<file path="src/rtl/core/ccpe_pkg.sv">
package ccpe_pkg;

  localparam int MAX_TRIPLES_DEF = 31;
  localparam int TRIPLE_W        = 24;
  localparam int COUNT_W         = 5;

  localparam int CFG_ADDR_W = 3;
  localparam int CFG_DATA_W = 32;
  localparam logic [0:0] REG_ALTERNATE_FIELDS = 1'b0;

  localparam int  CC_VALID_BIT = 2;
  localparam int  PROCESS_BIT  = 6;
  localparam logic [1:0] KIND_FIELD1  = 2'd0;
  localparam logic [1:0] KIND_FIELD2  = 2'd1;
  localparam logic [1:0] KIND_REPEAT  = 2'd2;
  localparam logic [6:0] CTRL_MASK    = 7'h7f;
  localparam logic [6:0] XDS_LOW      = 7'h01;
  localparam logic [6:0] XDS_HIGH     = 7'h0f;

  typedef struct packed {
    logic [7:0] data_byte;
    logic       picture_start;
    logic       scte_source;
  } in_item_t;

  typedef struct packed {
    logic       second_field;
    logic [7:0] first_data;
    logic [7:0] second_data;
    logic       last_of_block;
  } out_item_t;

  typedef enum logic [1:0] {
    PH_HDR,
    PH_EM,
    PH_TRIP
  } phase_t;

  typedef enum logic [1:0] {
    ST_IDLE,
    ST_READ,
    ST_EVAL,
    ST_FLUSH
  } walk_state_t;

  typedef struct packed {
    logic invert;
    logic previous;
    logic scte;
    logic alternate;
    logic index_odd;
  } fld_ctx_t;

  typedef struct packed {
    logic keep;
    logic field;
    logic invert_nxt;
  } fld_res_t;

endpackage

</file>
<file path="src/rtl/core/ccpe_ram.sv">
module ccpe_ram #(
  parameter int WIDTH = 8,
  parameter int DEPTH = 32,
  localparam int AW = (DEPTH > 1) ? $clog2(DEPTH) : 1
) (
  input  logic             clk,
  input  logic             we,
  input  logic [AW-1:0]    waddr,
  input  logic [WIDTH-1:0] wdata,
  input  logic [AW-1:0]    raddr,
  output logic [WIDTH-1:0] rdata
);

  logic [WIDTH-1:0] mem [DEPTH];

  always_ff @(posedge clk) begin
    if (we) begin
      mem[waddr] <= wdata;
    end
    rdata <= mem[raddr];
  end

endmodule

</file>
<file path="src/rtl/core/ccpe_field_unit.sv">
module ccpe_field_unit (
  input  logic [ccpe_pkg::TRIPLE_W-1:0] triple,
  input  ccpe_pkg::fld_ctx_t            ctx,
  output ccpe_pkg::fld_res_t            res
);

  logic [7:0] code;
  logic [7:0] d1;
  logic [1:0] kind;
  logic [6:0] d1_low;
  logic       field;
  logic       inv;

  assign code   = triple[23:16];
  assign d1     = triple[15:8];
  assign kind   = code[1:0];
  assign d1_low = d1[6:0] & ccpe_pkg::CTRL_MASK;

  always_comb begin
    field = 1'b0;
    inv   = ctx.invert;
    if (kind == ccpe_pkg::KIND_REPEAT) begin
      field = ~ctx.previous;
      inv   = ~ctx.invert;
    end else begin
      field = (kind ^ {1'b0, ctx.invert}) != 2'd0;
    end
    if (ctx.alternate) begin
      field = ctx.index_odd;
    end
    if (ctx.scte && !field &&
        (d1_low inside {[ccpe_pkg::XDS_LOW:ccpe_pkg::XDS_HIGH]})) begin
      if (kind == ccpe_pkg::KIND_FIELD2) begin
        inv = 1'b0;
      end
      field = 1'b1;
    end
    res.keep       = code[ccpe_pkg::CC_VALID_BIT] &&
                     (ctx.scte || kind == ccpe_pkg::KIND_FIELD1 ||
                      kind == ccpe_pkg::KIND_FIELD2);
    res.field      = field;
    res.invert_nxt = inv;
  end

endmodule

</file>
<file path="src/rtl/core/cc_data_caption_pair_extractor.sv">
// cc_data caption pair extractor.
// in_*: one caption user-data byte per item, with picture_start on the first
// byte of a picture and scte_source latched on that byte. Bytes form cc_data
// blocks (header, em byte, count triples). The final byte of a block with the
// process flag set starts a walk over the stored triples: in_ready drops and
// each stored triple is read from the triple RAM (ST_READ, registered read
// port) and then passed through the field unit (ST_EVAL), for up to
// min(count, MAX_TRIPLES) triples.
// out_*: one caption pair per item; last_of_block marks the block's final pair,
// so one kept pair is held back until the next kept pair or the walk end.
// A full result register with out_ready low stalls the walk; input is taken
// again once the walk ends, even while the last pair still waits.
// APB port: register 0 (alternate_fields) at byte address 0.
// Reset (rst_n low, synchronous) clears the parse state, field state, register
// and result valid; triple RAM contents stay undefined until written.
module cc_data_caption_pair_extractor #(
  parameter int MAX_TRIPLES = ccpe_pkg::MAX_TRIPLES_DEF
) (
  input  logic                            clk,
  input  logic                            rst_n,
  input  logic                            in_valid,
  output logic                            in_ready,
  input  ccpe_pkg::in_item_t              in_data,
  output logic                            out_valid,
  input  logic                            out_ready,
  output ccpe_pkg::out_item_t             out_data,
  input  logic                            psel,
  input  logic                            penable,
  input  logic                            pwrite,
  input  logic [ccpe_pkg::CFG_ADDR_W-1:0] paddr,
  input  logic [ccpe_pkg::CFG_DATA_W-1:0] pwdata,
  output logic [ccpe_pkg::CFG_DATA_W-1:0] prdata,
  output logic                            pready
);

  localparam int AW = (MAX_TRIPLES > 1) ? $clog2(MAX_TRIPLES) : 1;
  localparam int CW = $clog2(MAX_TRIPLES + 1);
  localparam int CNT_W = ccpe_pkg::COUNT_W;
  localparam int TRIPLE_W_L = ccpe_pkg::TRIPLE_W;

  ccpe_pkg::phase_t      phase_r, phase_nxt;
  ccpe_pkg::walk_state_t state_r, state_nxt;

  logic [CNT_W-1:0] count_r;
  logic             process_r;
  logic [CNT_W-1:0] idx_r;
  logic [1:0]       part_r;
  logic [7:0]       code_r;
  logic [7:0]       d1_r;
  logic             scte_r;
  logic             inv_r;
  logic             prev_r;
  logic             alt_r;
  logic [CW-1:0]    cur_r;
  logic             pend_valid_r;
  ccpe_pkg::out_item_t pend_r;
  logic             out_valid_r;
  ccpe_pkg::out_item_t out_r;

  logic                          in_acc;
  ccpe_pkg::phase_t              eff_phase;
  logic                          last_triple;
  logic                          block_end;
  logic [CW-1:0]                 walk_n;
  logic                          ram_we;
  logic [TRIPLE_W_L-1:0]         ram_rdata;
  logic                          out_free;
  logic                          push;
  logic                          push_last;
  logic                          commit;
  logic                          cfg_wr;
  ccpe_pkg::fld_ctx_t            ctx;
  ccpe_pkg::fld_res_t            res;

  assign in_acc    = in_valid && in_ready;
  assign eff_phase = in_data.picture_start ? ccpe_pkg::PH_HDR : phase_r;
  assign last_triple = (idx_r == count_r - CNT_W'(1));
  assign block_end = in_acc && (eff_phase == ccpe_pkg::PH_TRIP) &&
                     (part_r == 2'd2) && last_triple;
  assign walk_n    = (int'(count_r) > MAX_TRIPLES) ? CW'(MAX_TRIPLES) : CW'(count_r);
  assign out_free  = !out_valid_r || out_ready;
  assign ram_we    = in_acc && (eff_phase == ccpe_pkg::PH_TRIP) && (part_r == 2'd2) &&
                     (int'(idx_r) < MAX_TRIPLES);

  assign cfg_wr = psel && penable && pwrite &&
                  (paddr[ccpe_pkg::CFG_ADDR_W-1:2] == ccpe_pkg::REG_ALTERNATE_FIELDS);
  assign pready = 1'b1;
  assign prdata = (paddr[ccpe_pkg::CFG_ADDR_W-1:2] == ccpe_pkg::REG_ALTERNATE_FIELDS) ?
                  ccpe_pkg::CFG_DATA_W'(alt_r) : '0;

  assign out_valid = out_valid_r;
  assign out_data  = out_r;

  ccpe_ram #(
    .WIDTH (TRIPLE_W_L),
    .DEPTH (MAX_TRIPLES)
  ) u_triple_ram (
    .clk   (clk),
    .we    (ram_we),
    .waddr (AW'(idx_r)),
    .wdata ({code_r, d1_r, in_data.data_byte}),
    .raddr (cur_r[AW-1:0]),
    .rdata (ram_rdata)
  );

  assign ctx.invert    = inv_r;
  assign ctx.previous  = prev_r;
  assign ctx.scte      = scte_r;
  assign ctx.alternate = alt_r;
  assign ctx.index_odd = cur_r[0];

  ccpe_field_unit u_field (
    .triple (ram_rdata),
    .ctx    (ctx),
    .res    (res)
  );

  always_comb begin
    state_nxt = state_r;
    case (state_r)
      ccpe_pkg::ST_IDLE: begin
        if (block_end && process_r) begin
          state_nxt = ccpe_pkg::ST_READ;
        end
      end
      ccpe_pkg::ST_READ: begin
        state_nxt = (cur_r < walk_n) ? ccpe_pkg::ST_EVAL : ccpe_pkg::ST_FLUSH;
      end
      ccpe_pkg::ST_EVAL: begin
        if (commit) begin
          state_nxt = ccpe_pkg::ST_READ;
        end
      end
      ccpe_pkg::ST_FLUSH: begin
        if (!pend_valid_r || out_free) begin
          state_nxt = ccpe_pkg::ST_IDLE;
        end
      end
      default: state_nxt = ccpe_pkg::ST_IDLE;
    endcase
  end

  always_comb begin
    in_ready  = 1'b0;
    push      = 1'b0;
    push_last = 1'b0;
    commit    = 1'b0;
    case (state_r)
      ccpe_pkg::ST_IDLE: begin
        in_ready = 1'b1;
      end
      ccpe_pkg::ST_EVAL: begin
        commit = !(res.keep && pend_valid_r && !out_free);
        push   = res.keep && pend_valid_r && out_free;
      end
      ccpe_pkg::ST_FLUSH: begin
        push      = pend_valid_r && out_free;
        push_last = 1'b1;
      end
      default: begin
        in_ready = 1'b0;
      end
    endcase
  end

  always_comb begin
    phase_nxt = phase_r;
    if (in_acc) begin
      case (eff_phase)
        ccpe_pkg::PH_HDR:  phase_nxt = ccpe_pkg::PH_EM;
        ccpe_pkg::PH_EM:   phase_nxt = (count_r == '0) ? ccpe_pkg::PH_HDR : ccpe_pkg::PH_TRIP;
        ccpe_pkg::PH_TRIP: phase_nxt = block_end ? ccpe_pkg::PH_HDR : ccpe_pkg::PH_TRIP;
        default:           phase_nxt = ccpe_pkg::PH_HDR;
      endcase
    end
  end

  always_ff @(posedge clk) begin
    if (!rst_n) begin
      phase_r      <= ccpe_pkg::PH_HDR;
      state_r      <= ccpe_pkg::ST_IDLE;
      count_r      <= '0;
      process_r    <= 1'b0;
      idx_r        <= '0;
      part_r       <= '0;
      scte_r       <= 1'b0;
      inv_r        <= 1'b0;
      prev_r       <= 1'b0;
      alt_r        <= 1'b0;
      cur_r        <= '0;
      pend_valid_r <= 1'b0;
      out_valid_r  <= 1'b0;
    end else begin
      phase_r <= phase_nxt;
      state_r <= state_nxt;

      if (cfg_wr) begin
        alt_r <= pwdata[0];
      end

      if (in_acc) begin
        if (in_data.picture_start) begin
          scte_r <= in_data.scte_source;
        end
        case (eff_phase)
          ccpe_pkg::PH_HDR: begin
            count_r   <= in_data.data_byte[CNT_W-1:0];
            process_r <= in_data.data_byte[ccpe_pkg::PROCESS_BIT];
          end
          ccpe_pkg::PH_EM: begin
            idx_r  <= '0;
            part_r <= '0;
          end
          ccpe_pkg::PH_TRIP: begin
            if (part_r == 2'd2) begin
              part_r <= '0;
              idx_r  <= idx_r + CNT_W'(1);
            end else begin
              part_r <= part_r + 2'd1;
            end
          end
          default: begin
            part_r <= '0;
          end
        endcase
      end

      if (block_end && process_r) begin
        cur_r <= '0;
      end

      if (state_r == ccpe_pkg::ST_EVAL && commit) begin
        cur_r <= cur_r + CW'(1);
        if (res.keep) begin
          inv_r        <= res.invert_nxt;
          prev_r       <= res.field;
          pend_valid_r <= 1'b1;
        end
      end
      if (state_r == ccpe_pkg::ST_FLUSH && push) begin
        pend_valid_r <= 1'b0;
      end

      if (push) begin
        out_valid_r <= 1'b1;
      end else if (out_ready) begin
        out_valid_r <= 1'b0;
      end
    end
  end

  always_ff @(posedge clk) begin
    if (in_acc && eff_phase == ccpe_pkg::PH_TRIP) begin
      if (part_r == 2'd0) begin
        code_r <= in_data.data_byte;
      end
      if (part_r == 2'd1) begin
        d1_r <= in_data.data_byte;
      end
    end
    if (state_r == ccpe_pkg::ST_EVAL && commit && res.keep) begin
      pend_r.second_field  <= res.field;
      pend_r.first_data    <= ram_rdata[15:8];
      pend_r.second_data   <= ram_rdata[7:0];
      pend_r.last_of_block <= 1'b0;
    end
    if (push) begin
      out_r <= '{pend_r.second_field, pend_r.first_data, pend_r.second_data, push_last};
    end
  end

  a_idle_no_pending: assert property (@(posedge clk) disable iff (!rst_n)
    (state_r == ccpe_pkg::ST_IDLE) |-> !pend_valid_r)
    else $error("pending pair left after walk");

  a_push_needs_room: assert property (@(posedge clk) disable iff (!rst_n)
    push |-> out_free)
    else $error("result register overwritten");

  a_walk_bound: assert property (@(posedge clk) disable iff (!rst_n)
    (state_r == ccpe_pkg::ST_EVAL) |-> (cur_r < walk_n))
    else $error("walk past stored triples");

  a_no_write_in_walk: assert property (@(posedge clk) disable iff (!rst_n)
    ram_we |-> (state_r == ccpe_pkg::ST_IDLE))
    else $error("triple write during walk");

endmodule
</file>
<file path="config.mk">
export PLATFORM = sky130hd
export DESIGN_NAME = cc_data_caption_pair_extractor
export DESIGN_NICKNAME = d
export VERILOG_FILES = /design/src/rtl/core/ccpe_pkg.sv /design/src/rtl/core/ccpe_ram.sv /design/src/rtl/core/ccpe_field_unit.sv /design/src/rtl/core/cc_data_caption_pair_extractor.sv
export SDC_FILE = /design/constraint.sdc
export NUM_CORES = 1
export LEC_CHECK = 0
export BUFFER_PORTS_ARGS = -buffer_cell sky130_fd_sc_hd__buf_2
export CAP_MARGIN = 30
export CORE_ASPECT_RATIO = 1.4
export CORE_MARGIN = 3
export CORE_UTILIZATION = 60
export DETAILED_ROUTE_END_ITERATION = 10
export HOLD_SLACK_MARGIN = 0.06
export PLACE_DENSITY_LB_ADDON = 0.2
export SETUP_SLACK_MARGIN = 0.15
export SKIP_CTS_REPAIR_TIMING = 1
export SYNTH_ARGS = -nofsm -noshare
export SYNTH_HDL_FRONTEND = slang
export SYNTH_HIERARCHICAL = 1
export SYNTH_SLANG_ARGS = --single-unit
</file>
<file path="constraint.sdc">
create_clock -name clk -period 10.4 [get_ports clk]
set_input_delay 1.56 -clock clk [delete_from_list [all_inputs] [get_ports clk]]
set_output_delay 1.56 -clock clk [all_outputs]
set_load 0.01 [all_outputs]
</file>
---- After elaboration in Yosys (flattened, before gate mapping) ----
Memory sizes are Yosys's and may differ from the RTL's. A register that Yosys moved wholly into a read port is not among the register bits.
Cells that the tools add are included.
word-level totals
  flip-flop bits (word level) ............. 79
  memory bits (writable) .................. 744
  input bits .............................. 52
  output and inout port bits .............. 53
  logic and storage cells ................. 128
  memories ................................ 1
memories
  name              depth  width  rd ports  clocked after memory_dff  wr ports  line            text
  u_triple_ram.mem  31     24     1         1                         1         ccpe_ram.sv:14  logic [WIDTH-1:0] mem [DEPTH];
operators by class
  add/sub/neg operators ................... 4
  order comparisons ....................... 4
  equal/unequal tests ..................... 14
  mux-type cells .......................... 30
  bitwise gates (word level) .............. 6
  reduce and logical (&&, ||, !) cells .... 47
operators with widths
  kind                                                                                  number
  1-bit logical AND                                                                     20
  1-bit two-way mux                                                                     15
  5-bit two-way mux                                                                     3
  2-bit two-way mux                                                                     7
  2-bit AND reduction                                                                   6
  5-bit by 1-bit adder with 5-bit output (second input constant)                        2
  2-bit equality test (second input constant)                                           5
  5-bit one-hot mux with 2 select lines                                                 1
  2-bit by 1-bit equality test with 1-bit output (second input constant)                4
  2-bit logical NOT                                                                     4
  2-bit != test (second input constant)                                                 4
  2-bit one-hot mux with 4 select lines                                                 1
  2-bit nonzero test                                                                    4
  7-bit by 1-bit greater-or-equal comparator with 1-bit output (second input constant)  1
  7-bit by 4-bit less-or-equal comparator with 1-bit output (second input constant)     1
  2-bit one-hot mux with 3 select lines                                                 1
  3-bit AND reduction                                                                   2
  5-bit equality test                                                                   1
  1-bit logical NOT                                                                     5
  5-bit logical NOT                                                                     1
  5-bit < comparator                                                                    1
  5-bit < comparator (second input constant)                                            1
  1-bit inverter                                                                        5
  5-bit by 1-bit subtractor with 5-bit output (second input constant)                   1
  other kinds (6)                                                                       9

---- Depth between registers and ports, before layout ----
Gate-level depths: netlist of the first run.
  depth in word-level cells ............... 10
  gate-level depth with buffers ........... 8
  gate-level depth less buffers ........... 7

---- Cells and area by module ----
The synthesis of the first run kept the hierarchy.
modules (own cells, without submodules)
  module                          times used  cells each  area each (um2)  sequential area each (um2)
  ccpe_ram                        1           1305        28865.2          22821.9
  cc_data_caption_pair_extractor  1           275         3359.5           2092.0
  ccpe_field_unit                 1           16          127.6            0.0

---- Worst setup path after synthesis of the first run ----
No wires, ideal clock.
  kind .................................... in2reg
  start ................................... in in_data[1] (netlist bit)
  end ..................................... mem u_triple_ram/mem[12][0] (netlist bit) (enable)
  arrival time ............................ 4390 ps
  data required time ...................... 9995 ps
  slack ................................... 5605 ps
  stages on the path ...................... 7
  cells stage by stage .................... or3b_1 > buf_2 > or3_4 > a31oi_1 > or3b_2 > clkbuf_1 > nor2_1
between the ends
  cells in the longest elaborated chain, start to end .. 7
ends and longest elaborated chain
  what                                     line                                  text
  start: declaration                       cc_data_caption_pair_extractor.sv:23  input ccpe_pkg::in_item_t in_data,
  2-bit two-way mux                        cc_data_caption_pair_extractor.sv:76  assign eff_phase = in_data.picture_start ? ccpe_pkg::PH_HDR : phase_r;
  2-bit equality test                      cc_data_caption_pair_extractor.sv:82  assign ram_we = in_acc && (eff_phase == ccpe_pkg::PH_TRIP) && (part_r == 2'd2) &&
  1-bit logical AND (3 in series)          cc_data_caption_pair_extractor.sv:82
  named net ram_we                         cc_data_caption_pair_extractor.sv:65  logic ram_we;
  1-bit two-way mux                        ccpe_ram.sv:17                        if (we) begin
  1-bit two-way mux (not written as such)  ccpe_ram.sv:18                        mem[waddr] <= wdata;
  end: declaration                         ccpe_ram.sv:14
The timed path passes the listed nets, and every way through them passes these cells.

---- Worst setup path in the final report of the first run ----
  start ................................... in in_data[1] (netlist bit)
  end ..................................... mem u_triple_ram/mem[14][8] (netlist bit) (enable)
The elaborated chain is that of the path after synthesis.

==> results of run 1 <==
## cells in the final DEF, fill, tap and decap left out, drive strengths merged, types with 6 or more instances in the layout
master / instances
mux2i: 45
a221oi: 10
nand2: 46
a21oi: 17
clkinv: 26
clkbuf: 71
a22o: 10
conb: 32
nand3b: 10
mux4: 120
edfxtp: 635
o211ai: 22
bufinv: 7
inv: 16
a21boi: 14
nand3: 18
buf: 90
nor2b: 7
or3b: 6
ha: 7
o21ai: 29
nand2b: 10
dfxtp: 47
nor2: 48
a22oi: 10
xor2: 8
o22ai: 24
a211oi: 9
## through the flow
| step | utilization (%) | hold slack, ps | setup slack (ps) |
|---|---|---|---|
| finish | 67.83 | 404.6 | 6197 |
| global route | 67.83 | 411.6 | 6037 |
| CTS | 67.45 | 404.3 | 6247 |
| detailed placement | 62.92 | 388.7 | 5603 |
| global placement | 62.49 | 393.1 | 5327 |
| floorplan | - | 385.5 | 5822 |
## flip-flops by register name, indices dropped and copies added, names as in the netlist, 5 cells and up
name and flops:
count_r 5, cur_r 5, d1_r 8, idx_r 5, out_data 18, pend_r 17, u_triple_ram/mem 589, u_triple_ram/rdata 19
## worst max path at each step
stage,from,end,slack (ps)
3_5_place_dp,in_data[1],u_triple_ram/mem[10][6],5600
6_report,in_data[1],u_triple_ram/mem[14][8],6200
2_1_floorplan,in_data[1],u_triple_ram/mem[12][0],5820
3_3_place_gp,in_data[1],u_triple_ram/mem[24][0],5330
5_1_grt,in_data[1],u_triple_ram/mem[14][18],6040
4_1_cts,in_data[1],u_triple_ram/mem[14][18],6250
## worst max-delay path, delay by kind of cell
family / cells / cell delay [ps]
AND/OR/NAND/NOR: 4 / 2060
buffers and inverters: 2 / 460
AO/OA/AOI/OAI: 1 / 380
## metal layers
metal | wire [microns] | share of wire, % | vias up | track usage [%]
li1 | - | - | 5563 | -
met1 | 20910 | 39 | 6774 | 31.66
met4 | 1675 | 3.1 | 0 | 7.557
met5 | 0 | 0 | - | 0
met2 | 28120 | 52 | 465 | 40.89
met3 | 3239 | 6.0 | 84 | 2.978
## cell type report
| cell class | count | share of cell area, % |
|---|---|---|
| Clock inverter | 39 | 1.280 |
| Inverter | 13 | 0.1664 |
| Sequential cell | 682 | 68.25 |
| Clock buffer | 71 | 5.401 |
| Multi-Input combinational cell | 573 | 19.76 |
| Tap cell | 552 | 2.355 |
| Timing Repair Buffer | 90 | 2.781 |
## power by group through the flow
| stage | combinational (mW) | sequential (mW) | clock (mW) |
|---|---|---|---|
| floorplan | 0.0315 | 3.03 | 0 |
| global placement | 0.0453 | 3.04 | 0 |
| detailed placement | 0.0479 | 3.04 | 0 |
| CTS | 0.0481 | 2.98 | 2.23 |
| global route | 0.0555 | 2.97 | 2.34 |
| finish | 0.0498 | 2.98 | 2.20 |
==> impl_metrics.toml, run 1 <==
[timing]
rsz0062_at_grt = "no"
fmax_mhz = 237.9
hold_viol = 0
setup_viol = 0
fin_crit_ps = 4203
worst_pin_slew_ps = 994.3
report.final.slew_viol_count = 0
slew_headroom_pct = 33.71
finalClockSkew_ps = 11.71
post-route-period-util_pct = 40.41
setup_tns_ps = 0

[drt]
drt-initial-drc-count = 1181
routedWlPerCell_microns = 26.71
via_per_inst = 6.379
wirelength_microns = 53950
drc_errors = 0
route.vias.total = 12890
drtPass1Iterations = 5
ant_nets = 0

[power]
finalPower_mw = 5.226
clockPowerShare_pct = 42.1
intPower_mw = 4.242
swShare_pct = 18.83
switching_power_mw = 0.9839
seqPwrFrac_pct = 56.9
power.leakage_nw = 9.094
irDropWorstVdd_v = 0.0001592
combPwrFrac_pct = 1.0
power_density_nw_per_um2 = 178.2

[floorplan]
initial_core_util_pct = 60.94
num_io_pins = 105
fp-row-count = 90
die-area_sq_um = 46510
dieHeight_microns = 254.0
die_x_microns = 183.1
core_area_sq_um = 43240

[clocking]
clockBufferDepth = 3
clk_pin_slew_worst_paths_ps = 60
cts_max_level = 2
cts.sinks = 682
cts_tree = "yes"
cts-buffers-inserted = 59
cts-root-buf = "clkbuf_16"
clk_latency_ps = 590

[grt]
grt_pass1_wl_microns = 80910
track_usage_pct = 23.58
grt_max_degree = 58
grt_pass1_vias = 12930
grt_remaining_overflow = 0
antenna_found_initial = 0

[final_layout]
area_growth_pct = 11.31
stdcell_count = 2020
nets = 1478
multi_input_area_sq_um = 5797
drive_gt1_share_pct = 24.46
finalInstanceArea_sq_um = 29330
nFillCells = 2690
antennaDiodeCount = 0
seq_area_sq_um = 20020

[synthesis]
netlist_instances = 1350
netlist_area_sq_um = 26350
syn_avg_cell_area_sq_um = 19.52
yosys_warnings = 6

[critical_path]
startpoint_type = "input pin"
crit_type = "in2reg"
cp_data_required_time_ps = 10680
r2r_end = "u_triple_ram/rdata[6]"
r2r-start = "cur_r[0]"
crit_arrival_ps = 4490
cp_max_fo = 11
r2r_slack_ps = 6600
worst_setup_path_end_kind = "flop"
rr_worst_depth = 5
max_stage_delay_ps = 620
cp_slowest_cell = "nor2_2"
cp_cell_sequence = "buf_2 -> or3b_1 -> or3_4 -> a31oi_1 -> nand3b_1 -> nor2_2 -> buf_4"

[place]
io_buffers = 39
placed_cell_area_sq_um = 27210
place_congestion = 0.7913
hpwl_microns = 32940
dp.cells = 1904

[run]
drv_cap = 0

[worst_hold_path]
min_path_type = "reg2reg"
worstHoldStart = "u_triple_ram/rdata[5]"
min_path_cells = 0
hold_end = "pend_r[6]"

[outcome]
status = "completed"
No activity file was read; power rests on OpenSTA's default activity.
==> run 2: changes to the inputs <==
clock period = 4 ns   (was 10.4 ns; I/O delays follow)
==> run 2 against run 1 <==
Setup slack got worse by 5400 ps. Hold slack got worse by 130 ps. Final cell count increased by 0.64%. Register-to-register slack worse by 5900 ps. Critical endpoint is now u_triple_ram/mem[24][12]. Sequential cell count unchanged.
==> impl_metrics.toml, run 2 (synthesis results as in run 1) <==
[outcome]
status = "completed"

[floorplan]
num_io_pins = 105
initial_core_util_pct = 60.94
dieHeight_microns = 254.0
die_x_microns = 183.1
fp-row-count = 90
core_area_sq_um = 43240
die-area_sq_um = 46510

[critical_path]
crit_arrival_ps = 3510
critPathLaunch = "state_r[0]"
critPathBufInv = 1
cp_max_fo = 19
crit_family = "simple AND/OR/NAND/NOR gates"
path_depth = 6
r2r_slack_ps = 750
cp_slowest_cell = "or3b_2"
crit_end = "u_triple_ram/mem[24][12]"
r2r_end = "u_triple_ram/mem[24][12]"
r2r-start = "state_r[0]"
startpoint_type = "flop"
cp_cell_sequence = "or3b_1 -> or3_4 -> a31oi_1 -> or3b_2 -> nor2_2 -> buf_4"
crit_type = "reg2reg"
max_stage_delay_ps = 660
worst_setup_path_end_kind = "flop"
rr_worst_depth = 6
cp_data_required_time_ps = 4260

[power]
irDropWorstVdd_v = 0.0003219
power_density_nw_per_um2 = 455.4
power.leakage_nw = 9.131
finalPower_mw = 13.37

[timing]
post-route-period-util_pct = 81.27
report.final.slew_viol_count = 0
fin_crit_ps = 3251
fin_ws_ps = 749.3
finalClockSkew_ps = 15.45
slew_headroom_pct = 29.57
setup_viol = 0
worst_pin_slew_ps = 1056
fmax_mhz = 307.6
hold_viol = 0
setup_tns_ps = 0
rsz0062_at_grt = "no"

[place]
io_buffers = 39
dp.cells = 1922
hpwl_microns = 35100
pre_cts_slack_ps = 463.1
place_congestion = 0.8487

[final_layout]
largest-register = "u_triple_ram/mem"
stdcell_count = 2033
antennaDiodeCount = 0
layout_commonest_cell = "edfxtp_1"
largest_reg_flops = 589
area_growth_pct = 11.39
nets = 1493
final_cell_mix = "edfxtp_1 (635), mux4_2 (120), clkbuf_16 (59)"
drive_gt1_share_pct = 25.12

[worst_hold_path]
min_path_type = "in2reg"

[clocking]
cts_max_level = 2
clk_pin_slew_worst_paths_ps = 70
clk_latency_ps = 600
clockBufferDepth = 3
cts.sinks = 682
cts-buffers-inserted = 58
cts-root-buf = "clkbuf_16"
cts_tree = "yes"

[drt]
drtPass1Iterations = 5
via_per_inst = 6.381
drt-initial-drc-count = 1307
routedWlPerCell_microns = 27.46
drc_errors = 0
wirelength_microns = 55820
ant_nets = 0
route.vias.total = 12970

[grt]
grt_remaining_overflow = 0
track_usage_pct = 24.21
grt_pass1_wl_microns = 82700
grt_max_degree = 52
grt_pass1_vias = 13120
antenna_found_initial = 1

[run]
drv_cap = 0
-- run 2: cell count changes in the layout (fill, tap and decap cells not counted), sizes merged --
cell,change
buf,+15
clkinv,+4
bufinv,-2
clkbuf,-2
clkinvlp,-2
-- run 2: final cells by class --
type	instances	area [sq um]
well taps	552	690.7
fillers	2697	13890
repair buffers	106	948.4
multi-input cells	573	5792
inverters	13	48.80
clock inverters	39	334.1
flip-flops and latches	682	20020
clock buffers	68	1520
-- run 2: where the power goes --
group | leakage (nW) | switching, mW | internal [mW]
clock network | 0.925 | 2.45 | 3.05
registers | 6.10 | 0.0106 | 7.73
logic | 2.11 | 0.101 | 0.0294
-- run 2: through the flow --
stage               utilization (%)  cell area [sq um]  hold slack, ps
CTS                           67.67              29260           265.9
finish                        67.88              29350           278.0
detailed placement            63.39              27410           391.0
global route                  67.88              29350           304.0
global placement              63.03              27250           393.4
floorplan                         -              26460           385.5
-- run 2: how the worst min path moves through the flow --
| stage | cells past startpoint | from | end |
|---|---|---|---|
| final | 3 | pwdata[0] | alt_r |
| after global routing | 3 | in_data[0] | scte_r |
| after CTS | 3 | pwdata[0] | alt_r |
| after detailed placement | 0 | u_triple_ram/rdata[4] | pend_r[5] |
| after global placement | 0 | u_triple_ram/rdata[4] | pend_r[5] |
| after floorplan | 0 | u_triple_ram/rdata[15] | pend_r[16] |
-- run 2: tightest hold or removal path, cell delays in order --
cell	delay, ps
buf_2	80
mux2i_1	60
nor2b_1	100
-- run 2: per-layer routing --
| layer | global-route usage, % | share of wire (%) | routed length [microns] |
|---|---|---|---|
| met5 | 0 | 0 | 0 |
| met1 | 32.11 | 38 | 21220 |
| met4 | 8.515 | 3.7 | 2078 |
| met3 | 3.966 | 6.9 | 3856 |
| met2 | 41.36 | 51 | 28660 |
